--- src/hw/rtl/csv_field_tokenizer_defines.svh ---
// assertion macros for the csv field tokenizer
// used by the top level; no other dependencies
`ifndef CSV_FIELD_TOKENIZER_DEFINES_SVH
`define CSV_FIELD_TOKENIZER_DEFINES_SVH

`ifndef SYNTHESIS

// same-cycle implication, disabled in reset
`define CSVFT_ASSERT_IMP(lbl, clk, rst_n, ante, cons) \
    lbl: assert property (@(posedge clk) disable iff (!rst_n) (ante) |-> (cons)) \
        else $error("csvft assertion failed");

// next-cycle implication, disabled in reset
`define CSVFT_ASSERT_NXT(lbl, clk, rst_n, ante, cons) \
    lbl: assert property (@(posedge clk) disable iff (!rst_n) (ante) |=> (cons)) \
        else $error("csvft assertion failed");

`else

`define CSVFT_ASSERT_IMP(lbl, clk, rst_n, ante, cons)
`define CSVFT_ASSERT_NXT(lbl, clk, rst_n, ante, cons)

`endif

`endif

--- src/hw/rtl/csvft_pkg.sv ---
// shared types, codes and result builders for the csv field tokenizer
// no dependencies
`timescale 1ns / 1ps
`default_nettype none

package csvft_pkg;

    // limits
    localparam int FIELD_CHARS_MAX = 255;
    localparam int COLUMNS_MAX     = 256;
    localparam logic [7:0] LEN_LIMIT   = 8'(FIELD_CHARS_MAX);
    localparam logic [7:0] COLUMN_LAST = 8'(COLUMNS_MAX - 1);

    // queue between parser and result stage
    localparam int QUEUE_DEPTH   = 4;
    localparam int QUEUE_PTR_W   = $clog2(QUEUE_DEPTH);
    localparam int QUEUE_COUNT_W = $clog2(QUEUE_DEPTH + 1);

    // byte codes
    localparam logic [7:0] CH_NUL     = 8'h00;
    localparam logic [7:0] CH_BELL    = 8'h07;
    localparam logic [7:0] CH_TAB     = 8'h09;
    localparam logic [7:0] CH_LF      = 8'h0A;
    localparam logic [7:0] CH_CR      = 8'h0D;
    localparam logic [7:0] CH_SPACE   = 8'h20;
    localparam logic [7:0] CH_QUOTE   = 8'h22;
    localparam logic [7:0] CH_APOS    = 8'h27;
    localparam logic [7:0] CH_COMMA   = 8'h2C;
    localparam logic [7:0] CH_MINUS   = 8'h2D;
    localparam logic [7:0] CH_DOT     = 8'h2E;
    localparam logic [7:0] CH_ZERO    = 8'h30;
    localparam logic [7:0] CH_NINE    = 8'h39;
    localparam logic [7:0] CH_BSLASH  = 8'h5C;
    localparam logic [7:0] CH_LOWER_A = 8'h61;
    localparam logic [7:0] CH_LOWER_T = 8'h74;

    // result kinds
    localparam logic [1:0] KIND_CONTENT   = 2'd0;
    localparam logic [1:0] KIND_FIELD_END = 2'd1;
    localparam logic [1:0] KIND_ROW_END   = 2'd2;
    localparam logic [1:0] KIND_ERROR     = 2'd3;

    // field classes
    localparam logic [1:0] TYPE_INTEGER = 2'd0;
    localparam logic [1:0] TYPE_FLOAT   = 2'd1;
    localparam logic [1:0] TYPE_EMPTY   = 2'd2;
    localparam logic [1:0] TYPE_TEXT    = 2'd3;

    // error codes
    localparam logic ERR_BREAK_IN_QUOTE = 1'b0;
    localparam logic ERR_BAD_AFTER_QUOTE = 1'b1;

    // parser modes
    typedef enum logic [2:0] {
        MODE_ROW,
        MODE_FIELD,
        MODE_PLAIN,
        MODE_QUOTE,
        MODE_ESC,
        MODE_CLOSED,
        MODE_SKIP
    } t_mode;

    // one result transaction
    typedef struct packed {
        logic [1:0]         kind;
        logic [7:0]         char_byte;
        logic [1:0]         field_type;
        logic [7:0]         field_length;
        logic               truncated;
        logic [7:0]         column_index;
        logic signed [31:0] int_value;
        logic               error_code;
    } t_result;

    // results caused by one input byte
    typedef struct packed {
        logic    two;
        t_result first;
        t_result second;
    } t_entry;

    // queue status seen by both sides
    typedef struct packed {
        logic empty;
        logic full;
    } t_q_status;

    function automatic t_result f_content(input logic [7:0] b);
        t_result r;
        r = '0;
        r.kind = KIND_CONTENT;
        r.char_byte = b;
        return r;
    endfunction

    function automatic t_result f_row_end();
        t_result r;
        r = '0;
        r.kind = KIND_ROW_END;
        return r;
    endfunction

    function automatic t_result f_error(input logic code);
        t_result r;
        r = '0;
        r.kind = KIND_ERROR;
        r.error_code = code;
        return r;
    endfunction

    // classify the finished field and build its end record
    function automatic t_result f_field_end(
        input logic        digits_only,
        input logic [1:0]  dot_count,
        input logic [7:0]  length_count,
        input logic        trunc,
        input logic        minus_seen,
        input logic [31:0] acc,
        input logic [7:0]  column
    );
        t_result r;
        r = '0;
        r.kind = KIND_FIELD_END;
        r.field_length = length_count;
        r.truncated = trunc;
        r.column_index = column;
        if (!digits_only || dot_count[1]) begin
            r.field_type = TYPE_TEXT;
        end else if (dot_count[0]) begin
            r.field_type = TYPE_FLOAT;
        end else if ((length_count == 8'd0) && !trunc && !minus_seen) begin
            r.field_type = TYPE_EMPTY;
        end else begin
            r.field_type = TYPE_INTEGER;
            r.int_value = minus_seen ? (32'd0 - acc) : acc;
        end
        return r;
    endfunction

endpackage

`default_nettype wire

--- src/hw/rtl/csvft_front.sv ---
// parser front: accepts bytes, tracks row/field state, builds result entries
// depends on csvft_pkg
`timescale 1ns / 1ps
`default_nettype none

module csvft_front
    import csvft_pkg::*;
(
    input  wire logic       i_clk,
    input  wire logic       i_rst_n,
    input  wire logic       i_push,
    input  wire logic [7:0] i_in_byte,
    input  wire t_q_status  i_q_status,
    output logic            o_q_push,
    output t_entry          o_entry
);

    t_mode       r_mode,    n_mode;
    logic [7:0]  r_col,     n_col;
    logic [7:0]  r_len,     n_len;
    logic        r_touched, n_touched;
    logic        r_minus,   n_minus;
    logic        r_digits,  n_digits;
    logic [1:0]  r_dot,     n_dot;
    logic [31:0] r_acc,     n_acc;
    logic        r_trunc,   n_trunc;

    logic accept;
    logic line_end;
    logic is_digit;

    // decoded actions for this byte
    logic       touch_set;
    logic       digits_clr;
    logic       do_classify;
    logic       cls_first;
    logic       do_error;
    logic       err_code;
    logic       put0_en;
    logic [7:0] put0_byte;
    logic       put1_en;
    logic [7:0] put1_byte;
    logic       do_field_end;
    logic       do_row_end;

    t_result    v_res [2];
    logic [1:0] v_cnt;

    assign accept   = i_push && !i_q_status.full;
    assign line_end = (i_in_byte == CH_CR) || (i_in_byte == CH_LF) || (i_in_byte == CH_NUL);
    assign is_digit = (i_in_byte >= CH_ZERO) && (i_in_byte <= CH_NINE);

    // next mode
    always_comb begin
        n_mode = r_mode;
        case (r_mode)
            MODE_ROW, MODE_FIELD: begin
                if (line_end) begin
                    n_mode = MODE_ROW;
                end else if ((i_in_byte == CH_SPACE) || (i_in_byte == CH_COMMA)) begin
                    n_mode = MODE_FIELD;
                end else if (i_in_byte == CH_QUOTE) begin
                    n_mode = MODE_QUOTE;
                end else begin
                    n_mode = MODE_PLAIN;
                end
            end
            MODE_PLAIN: begin
                if (line_end) begin
                    n_mode = MODE_ROW;
                end else if (i_in_byte == CH_COMMA) begin
                    n_mode = MODE_FIELD;
                end
            end
            MODE_QUOTE: begin
                if (line_end) begin
                    n_mode = MODE_ROW;
                end else if (i_in_byte == CH_QUOTE) begin
                    n_mode = MODE_CLOSED;
                end else if (i_in_byte == CH_BSLASH) begin
                    n_mode = MODE_ESC;
                end
            end
            MODE_ESC: begin
                n_mode = line_end ? MODE_ROW : MODE_QUOTE;
            end
            MODE_CLOSED: begin
                if (line_end) begin
                    n_mode = MODE_ROW;
                end else if (i_in_byte == CH_COMMA) begin
                    n_mode = MODE_FIELD;
                end else begin
                    n_mode = MODE_SKIP;
                end
            end
            default: begin
                n_mode = line_end ? MODE_ROW : MODE_SKIP;
            end
        endcase
    end

    // action decode per mode
    always_comb begin
        touch_set    = 1'b0;
        digits_clr   = 1'b0;
        do_classify  = 1'b0;
        cls_first    = 1'b0;
        do_error     = 1'b0;
        err_code     = ERR_BREAK_IN_QUOTE;
        put0_en      = 1'b0;
        put0_byte    = i_in_byte;
        put1_en      = 1'b0;
        put1_byte    = i_in_byte;
        do_field_end = 1'b0;
        do_row_end   = 1'b0;
        case (r_mode)
            MODE_ROW, MODE_FIELD: begin
                if (line_end) begin
                    if (r_mode == MODE_FIELD) begin
                        do_field_end = r_touched;
                        do_row_end   = 1'b1;
                    end
                end else if (i_in_byte == CH_SPACE) begin
                    touch_set = 1'b1;
                end else if (i_in_byte == CH_COMMA) begin
                    do_field_end = 1'b1;
                end else if (i_in_byte == CH_QUOTE) begin
                    touch_set  = 1'b1;
                    digits_clr = 1'b1;
                end else begin
                    touch_set   = 1'b1;
                    do_classify = 1'b1;
                    cls_first   = 1'b1;
                    put0_en     = 1'b1;
                end
            end
            MODE_PLAIN: begin
                if (line_end) begin
                    do_field_end = 1'b1;
                    do_row_end   = 1'b1;
                end else if (i_in_byte == CH_COMMA) begin
                    do_field_end = 1'b1;
                end else begin
                    do_classify = 1'b1;
                    put0_en     = 1'b1;
                end
            end
            MODE_QUOTE: begin
                if (line_end) begin
                    do_error   = 1'b1;
                    do_row_end = 1'b1;
                end else if ((i_in_byte != CH_QUOTE) && (i_in_byte != CH_BSLASH)) begin
                    put0_en = 1'b1;
                end
            end
            MODE_ESC: begin
                if (line_end) begin
                    do_error   = 1'b1;
                    do_row_end = 1'b1;
                end else begin
                    put0_en = 1'b1;
                    case (i_in_byte)
                        CH_QUOTE:   put0_byte = CH_QUOTE;
                        CH_LOWER_T: put0_byte = CH_TAB;
                        CH_LOWER_A: put0_byte = CH_BELL;
                        CH_APOS:    put0_byte = CH_APOS;
                        default: begin
                            // unknown escape keeps the backslash and the byte
                            put0_byte = CH_BSLASH;
                            put1_en   = 1'b1;
                        end
                    endcase
                end
            end
            MODE_CLOSED: begin
                if (line_end) begin
                    do_field_end = 1'b1;
                    do_row_end   = 1'b1;
                end else if (i_in_byte == CH_COMMA) begin
                    do_field_end = 1'b1;
                end else begin
                    do_error = 1'b1;
                    err_code = ERR_BAD_AFTER_QUOTE;
                end
            end
            default: begin
                do_row_end = line_end;
            end
        endcase
    end

    // field state update and result slots, in emission order
    always_comb begin
        n_col     = r_col;
        n_len     = r_len;
        n_touched = r_touched || touch_set;
        n_minus   = r_minus;
        n_digits  = r_digits && !digits_clr;
        n_dot     = r_dot;
        n_acc     = r_acc;
        n_trunc   = r_trunc;
        v_cnt     = 2'd0;
        v_res[0]  = '0;
        v_res[1]  = '0;

        // numeric classification, dropped bytes included
        if (do_classify) begin
            if (cls_first && (i_in_byte == CH_MINUS)) begin
                n_minus = 1'b1;
            end else if (is_digit) begin
                n_acc = {r_acc[28:0], 3'b000} + {r_acc[30:0], 1'b0}
                      + {28'd0, i_in_byte[3:0]};
            end else if (i_in_byte == CH_DOT) begin
                if (!r_dot[1]) begin
                    n_dot = r_dot + 2'd1;
                end
            end else begin
                n_digits = 1'b0;
            end
        end

        if (do_error) begin
            v_res[v_cnt[0]] = f_error(err_code);
            v_cnt = v_cnt + 2'd1;
        end

        // content bytes up to the length limit
        if (put0_en) begin
            if (n_len < LEN_LIMIT) begin
                n_len = n_len + 8'd1;
                v_res[v_cnt[0]] = f_content(put0_byte);
                v_cnt = v_cnt + 2'd1;
            end else begin
                n_trunc = 1'b1;
            end
        end
        if (put1_en) begin
            if (n_len < LEN_LIMIT) begin
                n_len = n_len + 8'd1;
                v_res[v_cnt[0]] = f_content(put1_byte);
                v_cnt = v_cnt + 2'd1;
            end else begin
                n_trunc = 1'b1;
            end
        end

        if (do_field_end) begin
            v_res[v_cnt[0]] = f_field_end(n_digits, n_dot, n_len, n_trunc, n_minus,
                                          n_acc, n_col);
            v_cnt = v_cnt + 2'd1;
            if (n_col < COLUMN_LAST) begin
                n_col = n_col + 8'd1;
            end
        end
        if (do_row_end) begin
            v_res[v_cnt[0]] = f_row_end();
            v_cnt = v_cnt + 2'd1;
            n_col = 8'd0;
        end

        // clear field state after any field or row end
        if (do_field_end || do_row_end) begin
            n_len     = 8'd0;
            n_touched = 1'b0;
            n_minus   = 1'b0;
            n_digits  = 1'b1;
            n_dot     = 2'd0;
            n_acc     = 32'd0;
            n_trunc   = 1'b0;
        end
    end

    // entry toward the queue
    always_comb begin
        o_q_push       = accept && (v_cnt != 2'd0);
        o_entry.two    = v_cnt[1];
        o_entry.first  = v_res[0];
        o_entry.second = v_res[1];
    end

    // parser state registers
    always_ff @(posedge i_clk) begin
        if (!i_rst_n) begin
            r_mode    <= MODE_ROW;
            r_col     <= 8'd0;
            r_len     <= 8'd0;
            r_touched <= 1'b0;
            r_minus   <= 1'b0;
            r_digits  <= 1'b1;
            r_dot     <= 2'd0;
            r_acc     <= 32'd0;
            r_trunc   <= 1'b0;
        end else if (accept) begin
            r_mode    <= n_mode;
            r_col     <= n_col;
            r_len     <= n_len;
            r_touched <= n_touched;
            r_minus   <= n_minus;
            r_digits  <= n_digits;
            r_dot     <= n_dot;
            r_acc     <= n_acc;
            r_trunc   <= n_trunc;
        end
    end

endmodule

`default_nettype wire

--- src/hw/rtl/csvft_queue.sv ---
// short entry queue between parser front and result back
// depends on csvft_pkg
`timescale 1ns / 1ps
`default_nettype none

module csvft_queue
    import csvft_pkg::*;
(
    input  wire logic      i_clk,
    input  wire logic      i_rst_n,
    input  wire logic      i_push,
    input  wire t_entry    i_entry,
    input  wire logic      i_pop,
    output t_entry         o_entry,
    output t_q_status      o_status
);

    t_entry                   r_mem [QUEUE_DEPTH];
    logic [QUEUE_PTR_W-1:0]   r_wr_ptr, n_wr_ptr;
    logic [QUEUE_PTR_W-1:0]   r_rd_ptr, n_rd_ptr;
    logic [QUEUE_COUNT_W-1:0] r_count,  n_count;

    // status and head entry
    assign o_status.empty = (r_count == '0);
    assign o_status.full  = (r_count == QUEUE_COUNT_W'(QUEUE_DEPTH));
    assign o_entry        = r_mem[r_rd_ptr];

    // pointer and count update
    always_comb begin
        n_wr_ptr = r_wr_ptr;
        n_rd_ptr = r_rd_ptr;
        n_count  = r_count;
        if (i_push) begin
            n_wr_ptr = r_wr_ptr + 1'b1;
        end
        if (i_pop) begin
            n_rd_ptr = r_rd_ptr + 1'b1;
        end
        if (i_push && !i_pop) begin
            n_count = r_count + 1'b1;
        end else if (!i_push && i_pop) begin
            n_count = r_count - 1'b1;
        end
    end

    always_ff @(posedge i_clk) begin
        if (!i_rst_n) begin
            r_wr_ptr <= '0;
            r_rd_ptr <= '0;
            r_count  <= '0;
        end else begin
            r_wr_ptr <= n_wr_ptr;
            r_rd_ptr <= n_rd_ptr;
            r_count  <= n_count;
        end
    end

    // entry storage
    always_ff @(posedge i_clk) begin
        if (i_push) begin
            r_mem[r_wr_ptr] <= i_entry;
        end
    end

endmodule

`default_nettype wire

--- src/hw/rtl/csvft_back.sv ---
// result back: splits queue entries into single results behind an output register
// depends on csvft_pkg
`timescale 1ns / 1ps
`default_nettype none

module csvft_back
    import csvft_pkg::*;
(
    input  wire logic      i_clk,
    input  wire logic      i_rst_n,
    input  wire t_entry    i_entry,
    input  wire t_q_status i_q_status,
    output logic           o_q_pop,
    input  wire logic      i_pop,
    output logic           o_empty,
    output t_result        o_result
);

    logic    r_valid;
    logic    r_pend_valid;
    t_result r_res;
    t_result r_pend;
    logic    out_free;

    // output slot frees when empty or taken this cycle
    assign out_free = !r_valid || i_pop;
    assign o_q_pop  = out_free && !r_pend_valid && !i_q_status.empty;
    assign o_empty  = !r_valid;
    assign o_result = r_res;

    // control: second result of an entry goes before the next entry
    always_ff @(posedge i_clk) begin
        if (!i_rst_n) begin
            r_valid      <= 1'b0;
            r_pend_valid <= 1'b0;
        end else if (out_free) begin
            if (r_pend_valid) begin
                r_valid      <= 1'b1;
                r_pend_valid <= 1'b0;
            end else begin
                r_valid      <= !i_q_status.empty;
                r_pend_valid <= !i_q_status.empty && i_entry.two;
            end
        end
    end

    // payload
    always_ff @(posedge i_clk) begin
        if (out_free) begin
            if (r_pend_valid) begin
                r_res <= r_pend;
            end else if (!i_q_status.empty) begin
                r_res  <= i_entry.first;
                r_pend <= i_entry.second;
            end
        end
    end

endmodule

`default_nettype wire

--- src/hw/rtl/csv_field_tokenizer.sv ---
// top level of the csv field tokenizer: parser front, entry queue, result back
// depends on csvft_pkg, csvft_front, csvft_queue, csvft_back, defines header
//
// channel  | direction | handshake        | payload
// ---------+-----------+------------------+---------------------------------------------
// input    | in        | push / full      | i_in_byte
// result   | out       | pop / empty      | o_kind .. o_error_code, one port per field
//
// one byte per cycle is accepted while full is low; the parser updates in a single step.
// a byte causing two results (field end and row end, error and row end, or an
// undecoded escape) sends them out one after the other; the four-entry queue
// absorbs short bursts of these. results reach the ports through the output register.
// reset is synchronous and active low: parser to row start, queue and output empty.
// full rises when the queue holds four entries, either because the result port is
// stalled or because the bytes cause more than one result per cycle on average.
`timescale 1ns / 1ps
`default_nettype none

`include "csv_field_tokenizer_defines.svh"

module csv_field_tokenizer
    import csvft_pkg::*;
(
    input  wire logic               i_clk,
    input  wire logic               i_rst_n,
    input  wire logic               push,
    output logic                    full,
    input  wire logic [7:0]         i_in_byte,
    output logic                    empty,
    input  wire logic               pop,
    output logic [1:0]              o_kind,
    output logic [7:0]              o_char_byte,
    output logic [1:0]              o_field_type,
    output logic [7:0]              o_field_length,
    output logic                    o_truncated,
    output logic [7:0]              o_column_index,
    output logic signed [31:0]      o_int_value,
    output logic                    o_error_code
);

    t_entry    front_entry;
    t_entry    head_entry;
    t_q_status q_status;
    t_result   result;
    logic      q_push;
    logic      q_pop;
    logic      res_not_end;

    // front part: byte accept and parse
    csvft_front u_front (
        .i_clk      (i_clk),
        .i_rst_n    (i_rst_n),
        .i_push     (push),
        .i_in_byte  (i_in_byte),
        .i_q_status (q_status),
        .o_q_push   (q_push),
        .o_entry    (front_entry)
    );

    // entry queue
    csvft_queue u_queue (
        .i_clk    (i_clk),
        .i_rst_n  (i_rst_n),
        .i_push   (q_push),
        .i_entry  (front_entry),
        .i_pop    (q_pop),
        .o_entry  (head_entry),
        .o_status (q_status)
    );

    // back part: result serialization
    csvft_back u_back (
        .i_clk      (i_clk),
        .i_rst_n    (i_rst_n),
        .i_entry    (head_entry),
        .i_q_status (q_status),
        .o_q_pop    (q_pop),
        .i_pop      (pop),
        .o_empty    (empty),
        .o_result   (result)
    );

    // result ports
    assign full           = q_status.full;
    assign o_kind         = result.kind;
    assign o_char_byte    = result.char_byte;
    assign o_field_type   = result.field_type;
    assign o_field_length = result.field_length;
    assign o_truncated    = result.truncated;
    assign o_column_index = result.column_index;
    assign o_int_value    = result.int_value;
    assign o_error_code   = result.error_code;

    // a waiting result that is not a field end
    assign res_not_end = !empty && (o_kind != KIND_FIELD_END);

    // a pushed entry is in the queue on the next cycle
    `CSVFT_ASSERT_NXT(a_push_lands, i_clk, i_rst_n, q_push, !q_status.empty)
    // a full queue implies the output register is occupied
    `CSVFT_ASSERT_IMP(a_full_holds_out, i_clk, i_rst_n, q_status.full, !empty)
    // only field end transactions carry a length
    `CSVFT_ASSERT_IMP(a_len_at_end, i_clk, i_rst_n, res_not_end, o_field_length == 8'd0)

endmodule

`default_nettype wire
--- config.mk ---
export PLATFORM = sky130hd
export DESIGN_NAME = csv_field_tokenizer
export DESIGN_NICKNAME = d
export VERILOG_FILES = /design/src/hw/rtl/csvft_pkg.sv /design/src/hw/rtl/csvft_front.sv /design/src/hw/rtl/csvft_queue.sv /design/src/hw/rtl/csvft_back.sv /design/src/hw/rtl/csv_field_tokenizer.sv
export VERILOG_INCLUDE_DIRS = /design/src /design/src/hw/rtl
export SDC_FILE = /design/constraint.sdc
export NUM_CORES = 1
export LEC_CHECK = 0
export ABC_AREA = 1
export BUFFER_PORTS_ARGS = -buffer_cell sky130_fd_sc_hd__clkbuf_2
export CAP_MARGIN = 15
export CORE_MARGIN = 8
export CORE_UTILIZATION = 40
export DETAILED_ROUTE_END_ITERATION = 8
export SLEW_MARGIN = 20
export SYNTH_ARGS = -nofsm -noshare
export SYNTH_HDL_FRONTEND = slang
export SYNTH_SLANG_ARGS = --single-unit
--- constraint.sdc ---
create_clock -name i_clk -period 17 [get_ports i_clk]
set_clock_uncertainty 0.05 [all_clocks]
set_input_delay 0.85 -clock i_clk [delete_from_list [all_inputs] [get_ports i_clk]]
set_output_delay 0.85 -clock i_clk [all_outputs]
set_load 0.05 [all_outputs]
==> flow_summary.ini, run 1 <==
[job]
cap_violations = 0

[layout]
fillerInstances = 7145
nets = 3243
design_area_mm2 = 0.0353
drive_gt1_share_pct = 9.32
register_area_mm2 = 0.0200
antenna_cells = 0
multiInputGateArea_mm2 = 0.0105
area_growth_syn_to_layout_pct = 14.0
instances_no_fill = 4248

[detailed_routing]
first_iter_violations = 1494
highest_layer = met5
wl_met3_mm = 4.07
wl_per_cell_um = 17.8
wl_mm = 75.6
drtAntennaViolNets = 0
first_pass_iters = 5
vias = 21100
vias_per_cell = 4.97
wl_met2_mm = 35.2
drc = 0
drt-met1-wl_mm = 34.3

[place]
port_buffers = 75
dp.cells = 4123
globalplace.congestion = 0.865
placed_cell_area_mm2 = 0.0331
dpl.hpwl_mm = 47.2

[cts]
numCtsBuffers = 71
clk_path_buf_depth = 3
root_buffer = clkbuf_16
cts_setup_buffers = 0
clk_latency_ns = 0.60
clkSlewWorstSetupHoldPaths_ns = 0.06
cts-resized-gates = 0
cts.sinks = 687
ctsHoldBuffers = 0
cts_tree = done
cts_max_level = 3

[hold_path]
hp-class = register to register
min_path_cells = 2
min_from = u_queue.r_rd_ptr[1]$_SDFFE_PN0P_

[grt]
antenna_found_initial = 2
grt_pass1_vias = 20600
grt_max_degree = 138
grt_pass1_wl_mm = 117
track_usage_pct = 17.3
gr-total-overflow = 0

[synth]
ys.flop_type = edfxtp_1
synthSimpleGateAreaFrac_pct = 17.0
synthAdderAreaFrac_pct = 3.11
synth_edf_count = 619
synth.ff_latch_count = 687
netlist_area_mm2 = 0.0309
synthMuxAreaShare_pct = 0
netlist_instances = 2911
synthArstFlopShare_pct = 0
synthXorXnorAreaFrac_pct = 1.30
syn_area_per_cell_um2 = 10.6
synth_compound_area_share_pct = 10.0
synthDistinctLibCells = 57
synth_top_family_by_area = simple AND/OR/NAND/NOR gates
ys_seq_area_share_pct = 64.5
yosys_warnings = 0

[setup_path]
reg2reg_slack_ns = 10.75
crit_required_ns = 17.16
rr_worst_depth = 24
crit_path_start_kind = input port
arrival_ns = 6.92
cp-end-kind = register
path_class = input port to register
r2r_start = u_front.r_mode[2]$_SDFFE_PN0P_
r2r_end = u_queue.r_mem[0][78]$_DFFE_PP_
critPathMaxFanout = 64

[timing]
fin_crit_ns = 6.76
slew_headroom_pct = 26.9
worst_pin_slew_ns = 1.10
setup_violations = 0
rsz0062_at_grt = no
fmax_mhz = 148
hold_viol = 0
drv_slew = 0
hold_slack_ns = 0.409
setup_tns_ns = 0
min_period_over_period_pct = 39.7

[power_and_ir_drop]
powerDensity_mw_per_mm2 = 165
p_leak_uw = 0.0135
vdd_drop_max_v = 0.000106

[floorplan]
core.rowCount = 102
ios = 76
die_x_um = 294
dieArea_mm2 = 0.0865
die_y_um = 294
core_area_mm2 = 0.0770
start_util_pct = 40.2

[status]
outcome = complete, no violations
## registers in the layout, summed over array words and instances (netlist names), named ones only
| signal | count |
|---|---|
| u_queue.r_count | 3 |
| u_back.r_pend_valid | 1 |
| u_front.r_minus | 1 |
| u_front.r_touched | 1 |
| u_queue.r_wr_ptr | 2 |
| u_front.r_dot | 2 |
| u_queue.r_mem | 496 |
| u_back.o_result | 62 |
| u_front.r_mode | 3 |
| u_front.r_digits | 1 |
| u_front.r_trunc | 1 |
| u_queue.r_rd_ptr | 2 |
| u_front.r_acc | 32 |
| u_back.r_pend | 61 |
| u_back.r_valid | 1 |
| u_front.r_col | 8 |
| u_front.r_len | 8 |
## cell usage in the layout (no fill, tap or decap), types with 5 or more instances in the layout
cell / Yosys / routed
nand3_1: 82 / 82
nand2_4: 6 / 6
a22oi_1: 5 / 5
a21oi_1: 98 / 98
xor2_1: 35 / 35
clkbuf_16: 0 / 76
nor3_1: 25 / 24
a211oi_1: 6 / 6
conb_1: 1 / 204
inv_2: 11 / 9
o211ai_1: 5 / 5
nand2_2: 15 / 15
nand2_1: 393 / 393
inv_1: 165 / 163
clkbuf_2: 0 / 75
nor2_1: 596 / 591
dfxtp_1: 68 / 66
clkbuf_1: 111 / 17
o21ai_0: 310 / 310
nor3_2: 23 / 24
nand4_1: 30 / 30
clkinv_1: 4 / 18
xnor2_1: 11 / 11
o22ai_1: 62 / 62
edfxtp_1: 619 / 619
clkinv_2: 0 / 9
nand3b_1: 8 / 8
a31oi_1: 62 / 62
nor2_2: 9 / 10
nor2_4: 9 / 13
or2_2: 7 / 7
buf_4: 2 / 24
ha_1: 72 / 72
nand3_2: 7 / 7
## metal layers
layer / up-vias / global-route usage (%)
li1: 10500 / -
met1: 10100 / 23.4
met2: 483 / 28.3
met3: 94 / 2.77
met4: 2 / 6.16
met5: - / 0
## cell usage after synthesis, types with 2 or more instances
| cell type | number | share of area [%] |
|---|---|---|
| a211oi_1 | 6 | 0.15 |
| a21oi_1 | 98 | 1.6 |
| a22oi_1 | 5 | 0.12 |
| a31oi_1 | 62 | 1.3 |
| buf_1 | 8 | 0.097 |
| buf_12 | 2 | 0.13 |
| buf_2 | 4 | 0.065 |
| buf_4 | 2 | 0.049 |
| buf_6 | 3 | 0.11 |
| clkbuf_1 | 111 | 1.3 |
| clkinv_1 | 4 | 0.049 |
| dfxtp_1 | 68 | 4.4 |
| edfxtp_1 | 619 | 60 |
| fa_1 | 3 | 0.19 |
| ha_1 | 72 | 2.9 |
| inv_1 | 165 | 2.0 |
| inv_2 | 11 | 0.13 |
| inv_4 | 2 | 0.040 |
| nand2_1 | 393 | 4.8 |
| nand2_2 | 15 | 0.30 |
| nand2_4 | 6 | 0.22 |
| nand3_1 | 82 | 1.3 |
| nand3_2 | 7 | 0.23 |
| nand3_4 | 2 | 0.11 |
| nand3b_1 | 8 | 0.19 |
| nand4_1 | 30 | 0.61 |
| nor2_1 | 596 | 7.2 |
| nor2_2 | 9 | 0.18 |
| nor2_4 | 9 | 0.33 |
| nor3_1 | 25 | 0.40 |
| nor3_2 | 23 | 0.74 |
| nor4_1 | 4 | 0.081 |
| o211ai_1 | 5 | 0.12 |
| o21a_1 | 2 | 0.049 |
| o21ai_0 | 310 | 5.0 |
| o21ai_1 | 3 | 0.049 |
| o21ai_2 | 2 | 0.057 |
| o21bai_1 | 4 | 0.097 |
| o22ai_1 | 62 | 1.3 |
| o31ai_1 | 2 | 0.049 |
| or2_2 | 7 | 0.14 |
| xnor2_1 | 11 | 0.31 |
| xor2_1 | 35 | 0.99 |
## worst max-delay path, stage by stage
cell,delay (ns)
clkbuf_2,0.17
nor2_1,0.25
inv_1,0.07
nor2_1,0.13
nand2_1,0.12
nand3_1,0.17
nor2_2,0.07
nor2_4,0.44
nand2_4,0.23
nand2_1,0.13
o21ai_2,0.07
inv_2,0.09
ha_1,0.20
nand3_2,0.13
nor2_4,0.15
nand3_4,0.15
nand2_4,0.10
nand2_1,0.06
nand2_1,0.06
inv_1,0.05
ha_1,0.34
a22o_1,0.23
xnor2_1,0.35
or2_4,0.22
nand2_4,0.10
nor2_4,0.20
buf_4,0.80
buf_4,0.79
## area by class of cell
cell class	count	area share, %
Multi-Input combinational cell	2115	29.9
Inverter	182	1.99
Sequential cell	687	56.6
Clock inverter	29	0.571
Clock buffer	96	5.69
Timing Repair Buffer	99	1.58
Tap cell	1040	3.69
## power breakdown
part	total, µW	switching [µW]	internal (µW)
logic	1800	1400	407
registers	2520	146	2380
clock network	1480	627	857
## stage by stage
step | total power [µW] | setup WS, ns | utilization (%)
final | 5810 | 10.24 | 45.8
after global routing | 6130 | 9.77 | 45.8
after CTS | 5880 | 10.18 | 45.8
after detailed placement | 4390 | 9.55 | 42.9
after global placement | 4380 | 9.63 | 42.9
after floorplan | 3830 | 7.33 | -
## cells by family (layout without fill, tap and decap cells)
family          Yosys count  in the layout
buf+inv                 312            406
simple gates           1221           1221
compound gates          569            569
xor+xnor                 46             46
flops                   687            687
fa+ha+maj                75             75
other cells               1            204
## worst max-delay path by stage
stage,from,endpoint,cells after the start
floorplan,i_in_byte[6],u_queue.r_mem[0][100]$_DFFE_PP_,26
global placement,i_in_byte[2],u_queue.r_mem[1][15]$_DFFE_PP_,28
detailed placement,i_in_byte[2],u_queue.r_mem[0][15]$_DFFE_PP_,28
CTS,i_in_byte[2],u_queue.r_mem[0][19]$_DFFE_PP_,28
global route,i_in_byte[2],u_queue.r_mem[0][23]$_DFFE_PP_,28
finish,i_in_byte[2],u_queue.r_mem[0][78]$_DFFE_PP_,28
(Power assumes the default switching activity.)
==> run 2, diff against run 1 <==
--- a/config.mk
+++ b/config.mk
@@ -6,7 +6,7 @@
 export SDC_FILE = /design/constraint.sdc
 export NUM_CORES = 1
 export LEC_CHECK = 0
-export ABC_AREA = 1
+export ABC_AREA = 0
 export BUFFER_PORTS_ARGS = -buffer_cell sky130_fd_sc_hd__clkbuf_2
 export CAP_MARGIN = 15
 export CORE_MARGIN = 8
==> constraint.sdc (replaced) <==
create_clock -name i_clk -period 6 [get_ports i_clk]
set_clock_uncertainty 0.05 [all_clocks]
set_input_delay 0.3 -clock i_clk [delete_from_list [all_inputs] [get_ports i_clk]]
set_output_delay 0.3 -clock i_clk [all_outputs]
set_load 0.05 [all_outputs]
==> flow_summary.ini, run 2 <==
[setup_path]
critPathMaxFanout = 8
cpMostUsedCell = ha_1
crit_required_ns = 6.48
critPathSlowestCell = dfxtp_1
path_class = register to register
arrival_ns = 5.99
cp-end-kind = register
timing.critical_path.buf_inv = 2
crit_chain = ha_2 > and3_2 > and3_2 > nand3_1 > inv_1 > nor2_2 > xnor2_1 > ha_1 > nand3_1 > o211ai_4 > a31oi_4 > xnor2_1 > ha_1 > a22oi_1 > xnor2_2 > o21a_1 > ha_1 > inv_1 > fa_1 > xor2_1 > or3_1 > a21boi_0
slowest_delay_ns = 0.46
cp_top_family = adder cells
crit_path_start_kind = register

[grt]
grtUsageMet1_pct = 20.2
grt_util_met2_pct = 24.1
antenna_found_initial = 0
grt_max_degree = 79
grt_pass1_vias = 17100
top_usage_layer = met2
use_met3_pct = 2.64
grt_pass1_wl_mm = 99.7
track_usage_pct = 14.9
gr-total-overflow = 0

[layout]
fillerInstances = 6362
largest_reg_flops = 496
layout_commonest_cell = edfxtp_1
drive_gt1_share_pct = 20.1
area_growth_syn_to_layout_pct = 16.0
final_cell_mix = 619 x edfxtp_1, 204 x conb_1, 124 x mux4_2, 102 x nor2_1, 88 x nand2_1
nets = 2311
design_area_mm2 = 0.0349
regMostFlops = u_queue.r_mem
instances_no_fill = 3250

[place]
port_buffers = 75
dpl.hpwl_mm = 40.5
placed_cell_area_mm2 = 0.0327
dp.cells = 3118
globalplace.congestion = 0.851

[cts]
numCtsBuffers = 72
clk_path_buf_depth = 3
cts_tree = done
clkSlewWorstSetupHoldPaths_ns = 0.06
cts-resized-gates = 0
clk_latency_ns = 0.63
ctsHoldBuffers = 0
cts_setup_buffers = 0
cts.sinks = 687
root_buffer = clkbuf_16
cts_max_level = 3

[floorplan]
core.rowCount = 100
die_y_um = 290
core_area_mm2 = 0.0744
ios = 76
dieArea_mm2 = 0.0843
start_util_pct = 40.4
die_x_um = 290

[power_and_ir_drop]
p_leak_uw = 0.0121
powerDensity_mw_per_mm2 = 403
vdd_drop_max_v = 0.000220

[detailed_routing]
wl_mm = 63.5
wl_per_cell_um = 19.5
drtAntennaViolNets = 0
first_pass_iters = 5
drc = 0
vias = 16800
first_iter_violations = 1040
vias_per_cell = 5.18

[synth]
netlist_area_mm2 = 0.0301
synth_edf_count = 619
netlist_instances = 1906
synth_most_common_cell = edfxtp_1
ys_seq_area_share_pct = 66.3
synthDistinctLibCells = 85
synth.ff_latch_count = 687
yosys_warnings = 0
synthTopCellsByCount = 619 x edfxtp_1, 124 x mux4_2, 103 x nor2_1, 88 x nand2_1, 73 x o21ai_0
synthArstFlopShare_pct = 0
synth_area_leaders = edfxtp_1 62%, mux4_2 9.3%, dfxtp_1 4.5%, ha_1 3.0%, mux2_2 2.3%
ys.flop_type = edfxtp_1
synth_top_area_cell = edfxtp_1
synth_top_area_share_pct = 61.8
syn_area_per_cell_um2 = 15.8

[timing]
min_period_over_period_pct = 91.7
setup_violations = 0
rsz0062_at_grt = no
fmax_mhz = 182
hold_viol = 0
fin_crit_ns = 5.50
slew_headroom_pct = 28.3
drv_slew = 0
setup_tns_ns = 0
worst_pin_slew_ns = 1.07

[hold_path]
hp-class = input port to register

[status]
outcome = complete, no violations

[job]
cap_violations = 0
## run 2: cell type report
type | instances | area [µm²] | area share (%)
Sequential cell | 687 | 20000 | 57.2
Multi-Input combinational cell | 1308 | 10500 | 30.1
Clock buffer | 93 | 1950 | 5.59
Tap cell | 969 | 1210 | 3.47
Timing Repair Buffer | 127 | 898 | 2.57
Clock inverter | 37 | 292 | 0.835
Inverter | 28 | 105 | 0.301
Antenna cell | 1 | 2.50 | 0.00716
## run 2: where the power goes
group / leakage (µW) / internal, µW / total, µW / switching, µW
combinational: 0.00470 / 1130 / 3240 / 2110
sequential: 0.00631 / 6330 / 6650 / 321
clock: 0.00110 / 2410 / 4200 / 1800
## run 2: worst paths after layout
kind	from	to	slack, ns	cells past startpoint
max	u_front.r_len[1]$_SDFFE_PN0P_	u_queue.r_count[2]$_SDFFE_PN0P_	0.50	22
min	pop	u_back.r_valid$_SDFFE_PN0N_	0.08	3
max reg2reg	u_front.r_len[1]$_SDFFE_PN0P_	u_queue.r_count[2]$_SDFFE_PN0P_	0.50	22
min reg2reg	u_front.r_digits$_SDFFE_PN1P_	u_front.r_digits$_SDFFE_PN1P_	0.42	2
## run 2: kinds of logic (layout without fill, tap and decap cells)
family | after synthesis | after routing | share of synthesized area, %
other | 1 | 205 | 0.0125
adder cells (fa/ha/maj) | 75 | 75 | 3.19
AO/OA/AOI/OAI | 306 | 306 | 6.99
buffers and inverters | 114 | 285 | 1.51
flip-flops | 687 | 687 | 66.3
XOR/XNOR | 72 | 72 | 2.10
multiplexers | 206 | 206 | 12.3
AND/OR/NAND/NOR | 445 | 445 | 7.65
## run 2: per-layer routing
| layer | routed length, µm | part of all wire, % | up-vias |
|---|---|---|---|
| li1 | - | - | 7976 |
| met1 | 29200 | 46 | 8466 |
| met2 | 30000 | 47 | 319 |
| met3 | 2870 | 4.5 | 85 |
| met4 | 1500 | 2.4 | 0 |
| met5 | 0 | 0 | - |
## run 2: worst reg2reg max path, cell delays in order (launching register included)
cell      delay [ns]
dfxtp_1         0.46
ha_2            0.31
and3_2          0.30
and3_2          0.28
nand3_1         0.12
inv_1           0.22
nor2_2          0.08
xnor2_1         0.24
ha_1            0.29
nand3_1         0.16
o211ai_4        0.30
a31oi_4         0.13
xnor2_1         0.15
ha_1            0.37
a22oi_1         0.26
xnor2_2         0.18
o21a_1          0.18
ha_1            0.19
inv_1           0.07
fa_1            0.43
xor2_1          0.17
or3_1           0.30
a21boi_0        0.16
## run 2: per-stage QoR
stage          power (µW)  util (%)  setup slack (ns)  hold WS, ns
2_1_floorplan        9090         -            -0.314        0.390
3_3_place_gp        10000      43.9             0.385        0.404
3_5_place_dp        10100      43.9             0.256        0.406
4_1_cts             14300      46.9             0.326       0.0203
5_1_grt             14700      46.9             0.106       0.0760
6_report            14100      46.9             0.495       0.0798
